--- src/rtl/core/rmq_pkg.sv ---
// Shared types, widths and constants for the rotation matrix to quaternion block.
package rmq_pkg;

    localparam int FRAC_BITS_DEF = 30;
    localparam int DW = 32;
    localparam int VW = 64;   // branch vector component, exact signed for FRAC_BITS up to 60
    localparam int MW = 30;   // scaled magnitude, below 2^30
    localparam int SW = 62;   // sum of four squares, below 2^62
    localparam int NW = 31;   // integer square root
    localparam int QW = 64;   // quotient register width
    localparam int CSTAGES = 31;  // root iterations, one result bit each

    // Branch vector: magnitudes plus signs, with the zero flag
    typedef struct packed {
        logic [3:0]          neg;
        logic [3:0][MW-1:0]  mag;
        logic                zero;
    } vec_t;

    // Per-component divide state
    typedef struct packed {
        logic [MW+1:0] rem;
        logic [QW-1:0] quo;
    } div_t;

endpackage

--- src/rtl/core/rmq_sqrt_cell.sv ---
// One step of the restoring integer square root; holds a vector beside it.
module rmq_sqrt_cell import rmq_pkg::*; #(
    parameter int STEP = 0
) (
    input  logic            aclk,
    input  logic            aresetn,
    input  logic            en,
    input  logic            vld_in,
    input  logic [SW-1:0]   rad_in,
    input  logic [SW-1:0]   res_in,
    input  vec_t            vec_in,
    output logic            vld_out,
    output logic [SW-1:0]   rad_out,
    output logic [SW-1:0]   res_out,
    output vec_t            vec_out
);
    localparam logic [SW-1:0] BIT = SW'(1) << (SW - 2 - 2 * STEP);

    logic [SW-1:0] rad_next;
    logic [SW-1:0] res_next;
    logic          vld_reg;
    logic [SW-1:0] rad_reg;
    logic [SW-1:0] res_reg;
    vec_t          vec_reg;

    // compare-subtract step
    always_comb begin
        if (rad_in >= res_in + BIT) begin
            rad_next = rad_in - (res_in + BIT);
            res_next = (res_in >> 1) + BIT;
        end else begin
            rad_next = rad_in;
            res_next = res_in >> 1;
        end
    end

    always_ff @(posedge aclk) begin
        if (!aresetn) begin
            vld_reg <= 1'b0;
        end else if (en) begin
            vld_reg <= vld_in;
        end
        if (en) begin
            rad_reg <= rad_next;
            res_reg <= res_next;
            vec_reg <= vec_in;
        end
    end

    assign vld_out = vld_reg;
    assign rad_out = rad_reg;
    assign res_out = res_reg;
    assign vec_out = vec_reg;
endmodule

--- config.mk ---
export PLATFORM = sky130hd
export DESIGN_NAME = rmq_sqrt_cell
export DESIGN_NICKNAME = d
export VERILOG_FILES = /design/src/rtl/core/rmq_pkg.sv /design/src/rtl/core/rmq_sqrt_cell.sv
export SDC_FILE = /design/constraint.sdc
export NUM_CORES = 1
export LEC_CHECK = 0
export CAP_MARGIN = 20
export CORE_MARGIN = 1
export CORE_UTILIZATION = 31
export CTS_BUF_LIST = sky130_fd_sc_hd__clkbuf_4 sky130_fd_sc_hd__clkbuf_8
export DETAILED_ROUTE_END_ITERATION = 7
export DONT_BUFFER_PORTS = 1
export PLACE_DENSITY = 0.45
export SETUP_SLACK_MARGIN = 0.5
export SYNTH_ARGS = -nofsm -noshare
export SYNTH_HDL_FRONTEND = slang
export SYNTH_SLANG_ARGS = --single-unit
--- constraint.sdc ---
create_clock -name aclk -period 4.6 [get_ports aclk]
set_input_delay 0.92 -clock aclk [delete_from_list [all_inputs] [get_ports aclk]]
set_output_delay 0.92 -clock aclk [all_outputs]
set_load 0.02 [all_outputs]
==> results.toml <==
[cts]
cts_sinks = 250
h-tree-depth = 2
clk_path_buf_depth = 3
cts_tree = "yes"
cts_resized = 0
insertion_delay_ns = 0.61
cts_buffers = 45
cts_root_buffer = "clkbuf_8"
cts.hold.buffers_added = 0
path_clk_slew_ns = 0.07
postCtsSetupBuffers = 0

[pwr]
internal-power_mw = 4.35
pwr_density_cell_nw_per_um2 = 448
combPwrFrac_pct = 13.2
swShare_pct = 30.3
leakage_nw = 5.31
clockPowerShare_pct = 35.2
p_switching_mw = 1.89
ir_drop_mv = 0.199
share_seq_of_total_power_pct = 51.6

[critical_path]
critPathLaunchType = "input port"
critical_path_arrival_ns = 4.28
crit_type = "in2reg"
end_kind = "flip-flop"
path_max_fanout = 17
crit_required_ns = 4.97

[yosys]
async_flop_share_pct = 0
syn_area_um2 = 12200
synth_top_area_cell = "edfxtp_1"
syn_avg_cell_area_um2 = 12.3
synth_edf_count = 249
yosysSeqAreaShare_pct = 61.7
yosys_register_bits = 250
synth_nets = 1307
synth.distinct_cells = 59
yosysTopAreaCellShare_pct = 61.5
synth-main-ff-cell = "edfxtp_1"
synth.area.top_cells = "edfxtp_1, ha_1, a21oi_1"
syn_inst = 991
synth_warnings = 0

[sta]
tightest_slew_ns = 0.544
hold_viol = 0
finalCriticalPeriod_ns = 3.92
clock.fmax_ghz = 0.255
rsz0062_at_grt = "no"
finalCritPeriodShare_pct = 85.1
clock_skew_ns = 0
setup_slack_ns = 0.685
fin_hold_ws_ns = 0.397
slew_violations = 0
setup_tns_ns = 0
setup_viol = 0
relSlewSlack_pct = 63.5

[placed_design]
dp_cells = 1519
dp_hpwl_um = 31000
place_ws_ns = 0.0601
port_buffers = 0
gp_congestion = 0.833

[grt]
grt_max_degree = 251
grt_pass1_wl_um = 54900
grt_pass1_vias = 8223
grt_overflow_total = 0
antenna_found_initial = 6
grt_usage_pct = 19.2

[drt]
ant_nets = 0
wl_um = 40300
dr.pass1.iters = 5
highest_layer = "met5"
vias_per_cell = 5.03
wl_met3_um = 4770
wl_met1_um = 15200
routedWlPerCell_um = 25.1
drt-initial-drc-count = 464
vias = 8068
drc = 0
route.met2.wl_um = 19200

[floorplan]
io_pins = 503
initial_core_util_pct = 31.5
dieArea_um2 = 40000
fp.coreArea_um2 = 38600
die_y_um = 200
die_width_um = 200
rows = 72

[finish]
regArea_um2 = 7500
nets = 1364
instances_no_fill = 1604
areaGrowthSynthToFinish_pct = 14.6
drive_gt1_share_pct = 12.4
fillerInstances = 3787
multi_input_area_um2 = 4210

[run]
cap_violations = 0

[status]
outcome = "completed"

[hold_path]
min_path_type = "in2reg"
## cells in the mapped netlist, types with 8 or more instances
library cell,n
nand2_1,61
edfxtp_1,249
clkbuf_1,14
xor2_1,24
xnor2_1,33
a21o_1,19
nor4_1,8
nand4_1,14
inv_1,82
o21bai_1,16
a21oi_1,128
nor2_1,82
mux2_4,14
a31oi_1,8
nand3_1,14
ha_1,62
o21ai_0,40
## routing by layer
metal  global-route usage, %  vias to the layer above
li1                        -                     3801
met1                    21.8                     3819
met2                    31.3                      383
met3                    8.87                       61
met4                    7.04                        4
met5                   0.864                        -
## power groups by stage
| stage | registers (mW) | logic (mW) | clock network [mW] |
|---|---|---|---|
| after floorplan | 3.18 | 0.606 | 0 |
| after global placement | 3.28 | 0.825 | 0 |
| after detailed placement | 3.27 | 0.826 | 0 |
| after CTS | 3.23 | 0.833 | 2.28 |
| after global routing | 3.24 | 0.923 | 2.37 |
| final | 3.22 | 0.826 | 2.19 |
## metrics by stage
step	power [mW]	area, um2	utilization, %
2_1_floorplan	3.78	12200	-
3_3_place_gp	4.10	13000	33.6
3_5_place_dp	4.10	13000	33.6
4_1_cts	6.34	13900	36.0
5_1_grt	6.53	13900	36.0
6_report	6.24	13900	36.0
## layout by cell type, fill, tap and decap left out, types with 12 or more instances in the layout
| cell type | n |
|---|---|
| ha_1 | 62 |
| xor2_1 | 24 |
| mux2_4 | 14 |
| nand2_1 | 61 |
| edfxtp_1 | 249 |
| a21oi_1 | 128 |
| a21o_1 | 19 |
| buf_4 | 34 |
| inv_1 | 82 |
| nand3_1 | 14 |
| nor2_1 | 82 |
| clkbuf_8 | 45 |
| xnor2_1 | 33 |
| nand4_1 | 14 |
| o21bai_1 | 16 |
| o21ai_0 | 40 |
| clkbuf_4 | 12 |
## final timing paths
check / from / end / slack (ns) / depth (start not counted)
max reg2reg: vld_out$_SDFFE_PN0P_ / vld_out$_SDFFE_PN0P_ / 3.89 / 2
min reg2reg: vld_out$_SDFFE_PN0P_ / vld_out$_SDFFE_PN0P_ / 0.62 / 2
min: vec_in[74] / vec_out[74]$_DFFE_PP_ / 0.40 / 0
max: rad_in[0] / rad_out[55]$_DFFE_PP_ / 0.68 / 14
## final cells by class
type	count	area share (%)
Antenna cell	6	0.108
Clock buffer	57	5.09
Clock inverter	22	1.47
Inverter	82	2.21
Multi-Input combinational cell	631	30.2
Sequential cell	250	53.8
Tap cell	518	4.65
Timing Repair Buffer	38	2.41
## critical path, cell delays in order
cell and delay [ns]:
inv_1 0.04, ha_1 0.16, inv_1 0.06, fa_1 0.40, a211oi_2 0.24, o21ai_1 0.18
o2111a_1 0.29, o211ai_1 0.27, nand3_1 0.16, a31o_1 0.29, a211o_1 0.32, a221o_4 0.43
buf_4 0.22, mux2_4 0.30
## cells by family (layout without fill, tap and decap cells)
family,count (synthesis),count (layout),synth area share (%)
other,0,6,0
AO/OA/AOI/OAI,271,271,13.6
XOR/XNOR,57,57,4.11
multiplexers,16,16,1.89
adder cells (fa/ha/maj),63,63,6.55
AND/OR/NAND/NOR,224,224,8.47
flip-flops,250,250,61.7
buffers and inverters,110,199,3.75
## state kept, by name, summed over array words and instances, names as in the netlist
| signal | cells |
|---|---|
| vld_out | 1 |
| rad_out | 62 |
| vec_out | 125 |
| res_out | 62 |
(Power assumes the default switching activity.)
