File: config.mk
export PLATFORM = sky130hd
export DESIGN_NAME = rmq_div_cell
export DESIGN_NICKNAME = d
export VERILOG_FILES = /design/src/rtl/core/rmq_pkg.sv /design/src/rtl/core/rmq_div_cell.sv
export SDC_FILE = /design/constraint.sdc
export NUM_CORES = 1
export LEC_CHECK = 0
export ABC_AREA = 1
export BUFFER_PORTS_ARGS = -buffer_cell sky130_fd_sc_hd__buf_4
export CORE_AREA = 2 2 329 331
export CTS_BUF_LIST = sky130_fd_sc_hd__clkbuf_16
export CTS_CLUSTER_DIAMETER = 150
export DETAILED_ROUTE_END_ITERATION = 16
export DIE_AREA = 0 0 331 333
export GPL_ROUTABILITY_DRIVEN = 0
export PLACE_DENSITY = 0.46
export SYNTH_ARGS = -nofsm -noshare
export SYNTH_HDL_FRONTEND = slang
export SYNTH_SLANG_ARGS = --single-unit
File: constraint.sdc
create_clock -name aclk -period 2.85 [get_ports aclk]
set_clock_uncertainty 0.1 [all_clocks]
set_input_delay 0 -clock aclk [delete_from_list [all_inputs] [get_ports aclk]]
set_output_delay 0 -clock aclk [all_outputs]
set_load 0.05 [all_outputs]
File: src/rtl/core/rmq_pkg.sv
// Shared types, widths and constants for the rotation matrix to quaternion block.
package rmq_pkg;

    localparam int FRAC_BITS_DEF = 30;
    localparam int DW = 32;
    localparam int VW = 64;   // branch vector component, exact signed for FRAC_BITS up to 60
    localparam int MW = 30;   // scaled magnitude, below 2^30
    localparam int SW = 62;   // sum of four squares, below 2^62
    localparam int NW = 31;   // integer square root
    localparam int QW = 64;   // quotient register width
    localparam int CSTAGES = 31;  // root iterations, one result bit each

    // Branch vector: magnitudes plus signs, with the zero flag
    typedef struct packed {
        logic [3:0]          neg;
        logic [3:0][MW-1:0]  mag;
        logic                zero;
    } vec_t;

    // Per-component divide state
    typedef struct packed {
        logic [MW+1:0] rem;
        logic [QW-1:0] quo;
    } div_t;

endpackage

File: src/rtl/core/rmq_div_cell.sv
// One restoring division step for all four components at once.
module rmq_div_cell import rmq_pkg::*; (
    input  logic              aclk,
    input  logic              aresetn,
    input  logic              en,
    input  logic              vld_in,
    input  logic [NW-1:0]     n_in,
    input  logic [3:0]        neg_in,
    input  logic              zero_in,
    input  div_t [3:0]        st_in,
    output logic              vld_out,
    output logic [NW-1:0]     n_out,
    output logic [3:0]        neg_out,
    output logic              zero_out,
    output div_t [3:0]        st_out
);
    div_t [3:0]     st_next;
    logic           vld_reg;
    logic [NW-1:0]  n_reg;
    logic [3:0]     neg_reg;
    logic           zero_reg;
    div_t [3:0]     st_reg;

    // shift remainder, subtract divisor when it fits
    always_comb begin
        logic [MW+1:0] r;
        for (int i = 0; i < 4; i++) begin
            r = {st_in[i].rem[MW:0], 1'b0};
            st_next[i].quo = {st_in[i].quo[QW-2:0], 1'b0};
            if (r >= (MW+2)'(n_in)) begin
                r = r - (MW+2)'(n_in);
                st_next[i].quo[0] = 1'b1;
            end
            st_next[i].rem = r;
        end
    end

    always_ff @(posedge aclk) begin
        if (!aresetn) begin
            vld_reg <= 1'b0;
        end else if (en) begin
            vld_reg <= vld_in;
        end
        if (en) begin
            n_reg    <= n_in;
            neg_reg  <= neg_in;
            zero_reg <= zero_in;
            st_reg   <= st_next;
        end
    end

    assign vld_out  = vld_reg;
    assign n_out    = n_reg;
    assign neg_out  = neg_reg;
    assign zero_out = zero_reg;
    assign st_out   = st_reg;
endmodule

==> summary.txt <==
Placement
  – Placed cells: just over 5000
  – Area after DPL: 0.0327 mm2
  – Post-DP HPWL: 100000 um
  – IO Port Bufs: 836

Clocking
  – CTS buffer count: between 50 and 60
  – Clk sinks: 421
  – Root buffer cell: clkbuf_16
  – CTS max path bufs: 3
  – Worst skew pair latency: 650 ps
  – Post CTS Setup Buffer Count: 0
  – CTS clk-pin slew, worst paths: 60 ps
  – CTS tree: built
  – H-tree depth: 2

Global route
  – First-pass GRT wire length: 176000 um
  – Global-route met2 utilization: 38.8%
  – Vias in the first global route: 25000
  – Total GRT Usage: 22.3%
  – Total grt overflow: 0
  – Met3 usage: 4.54%
  – Most Used Layer, Global Route: met2
  – Initial antenna violation count: 39
  – Grt met1 use: approximately a quarter
  – Largest net degree at the start of global routing: between 60 and 70

Hold path
  – Hold path depth: 2
  – Hold endpoint: st_out[114]$_DFFE_PP_
  – Hold Crit Start: st_in[113]
  – Hold Crit Class: input port to register

Routing
  – Vias per cell: about 4.2
  – DR vias: 25200
  – DR WL/cell: 21.2 um
  – Routed WL: 127000 um
  – First-pass DRT Iterations: 7
  – DR iter-0 viols: between 1000 and 1500
  – DRC Markers: 0
  – Antenna Nets Post-Route: 0

Critical path
  – CP arrival: roughly 2900 ps
  – Reg2reg setup slack: between 1500 and 2000 ps
  – CP startpoint: n_in[1]
  – Max FO, Critical Path: 32
  – Worst Path Required: 3270 ps
  – Setup CP Type: input port to register
  – RR Endpoint: vld_out$_SDFFE_PN0P_
  – Critical R2R Launch: vld_out$_SDFFE_PN0P_
  – Reg2Reg Depth: 3
  – Worst Setup End Kind: register
  – Startpoint Class: input port

Yosys
  – Post-synth top flop: edfxtp_1
  – Asr flop ratio synth: 0%
  – Top cells by area, synth: edfxtp_1 (52%), nand2_1 (19%), inv_1 (7.9%)
  – Synthesized area per cell: 8.35 um2
  – Post-synth EDFFs: 420
  – Cell Area, Synth: 0.0243 mm2
  – Synth area leader: edfxtp_1
  – Seq/Total Area, Yosys: 52.0%
  – YS warnings: 0
  – Yosys top cell area share: 51.9%
  – Syn nets: 3462
  – Netlist cell types: 31
  – #FFs+latches synth: 421
  – Syn Inst Count: 2910

Die
  – Core Region: 0.107 mm2
  – I/O pin count: 845
  – Die X: 331 um
  – Initial Util: about 23%
  – Cell row count: 120
  – Die height: 333 um
  – Die area: about 0.11 mm2

STA
  – Fin crit share: 86.7%
  – Setup TNS: 0 ps
  – Final setup vio count: 0
  – Worst-Margin Slew: 661 ps
  – Final Hold Fails: 0
  – Min Clock Period, post-route: 2470 ps
  – RSZ-0062 raised after global routing: no
  – Max Slew Vio Count: 0
  – FMAX: 0.404 GHz
  – WHS: 32.3 ps
  – Rel. slew slack: a little under three fifths

Power
  – Peak VDD IR: 0.454 mV
  – Power Density: 553 mW/mm2
  – LEAKAGE: 20.2 nW

Cells and area
  – Layout Cells excl Fill: 5984
  – Layout cells sized above 1: approximately 23%
  – Area grow syn2layout: 70.2%
  – Final #Nets: 5061
  – Design Area, Final: 0.0413 mm2

Job
  – Max-cap violations: 0

Status
  – Status: completed
==> where the power goes <==
| group | switching, mW | leakage (nW) | total [mW] | internal [mW] |
|---|---|---|---|---|
| Sequential | 0.241 | 4.12 | 7.82 | 7.58 |
| Clock | 2.99 | 0.954 | 7.43 | 4.44 |
| Combinational | 5.00 | 15.2 | 7.62 | 2.62 |
==> critical path: stages <==
cell and delay [ps]:
dlygate4sd3_1 540, buf_4 120, inv_1 280, fa_1 590
nand3_1 120, nand3_1 90, nand2_1 90, nand2_2 90
nand2_1 90, nand3_1 80, nand2_1 110, nand2_4 120
inv_4 310, nand2_1 120, nand2_1 80
==> state kept, by name (all words and copies together), names as in the netlist <==
signal / cells
st_out: 384
n_out: 31
neg_out: 4
vld_out: 1
zero_out: 1
==> Yosys cell counts, types with 2 or more instances <==
master       n
ha_1       124
and2_1      21
nor2_1     156
buf_4       12
inv_4        2
nor2_4       3
fa_1         4
nand3b_1    19
nand2_4      2
xor2_1      60
nor2_2      13
nand2_2     13
a21oi_2      8
inv_2        5
nand3_2      2
o21bai_1     8
o21ai_0     11
nor3_2       3
a21oi_1     62
buf_6       13
edfxtp_1   420
nand3_1    166
clkinv_1     4
nand4_1     24
nand2_1   1221
inv_1      512
nor3_1      18
==> placed cells by master, fill, tap and decap left out, drive strengths merged <==
| cell type | instances |
|---|---|
| buf | 902 |
| clkinv | 26 |
| a21oi | 70 |
| ha | 124 |
| nor2 | 172 |
| edfxtp | 420 |
| bufinv | 9 |
| nand2 | 1236 |
| dfxtp | 1 |
| o21bai | 8 |
| nor3 | 21 |
| nand3b | 19 |
| clkinvlp | 5 |
| and2 | 21 |
| o21ai | 12 |
| nand4 | 24 |
| clkbuf | 57 |
| fa | 4 |
| o21a | 1 |
| nand3 | 168 |
| diode | 28 |
| inv | 528 |
| xor2 | 60 |
| dlygate4sd3 | 665 |
==> logic make-up (layout without fill, tap and decap cells) <==
| logic type | count (synthesis) | after routing | synth area share, % |
|---|---|---|---|
| DFF | 421 | 421 | 52.0 |
| other | 0 | 28 | 0 |
| buffers and inverters | 549 | 2192 | 9.10 |
| adders and majority gates | 128 | 128 | 6.72 |
| AOI/OAI and AO/OA | 91 | 91 | 2.09 |
| xor gates and xnor gates | 60 | 60 | 2.16 |
| and+or+nand+nor | 1661 | 1661 | 27.9 |
==> worst max path at each step <==
stage,depth (start not counted),endpoint,slack (ps)
final,15,st_out[373]$_DFFE_PP_,380
after global routing,15,st_out[374]$_DFFE_PP_,180
after CTS,15,st_out[373]$_DFFE_PP_,380
after detailed placement,14,st_out[358]$_DFFE_PP_,250
after global placement,13,st_out[383]$_DFFE_PP_,330
after floorplan,14,st_out[377]$_DFFE_PP_,850
==> metrics by stage <==
step | power [mW] | util [%] | setup WS (ps)
3_3_place_gp | 14.8 | 30.7 | 326
3_5_place_dp | 14.8 | 30.7 | 254
6_report | 22.9 | 38.8 | 378
5_1_grt | 23.9 | 38.8 | 181
2_1_floorplan | 12.0 | - | 851
4_1_cts | 23.1 | 38.7 | 383
==> timing repair <==
action | in CTS | in global routing
endpoints found under the hold margin | 549 | 0
hold buffers | 665 | 0
resized for setup | 0 | 0
setup endpoints to repair | 0 | 0
==> per-layer routing <==
metal,wire [um],vias up
met5,157,-
met1,51900,11800
met3,7920,167
met4,5220,24
li1,-,12400
met2,61900,726
==> area by class of cell <==
type | instances | area [um2]
timing repair buffer | 1567 | 13500
sequential | 421 | 12600
multi-input combinational | 1940 | 9450
antenna | 28 | 70.1
clock buffer | 57 | 1430
tap | 1403 | 1760
inverter | 523 | 1970
clock inverter | 45 | 489
fill | 10900 | 65300
(Power assumes the default switching activity.)
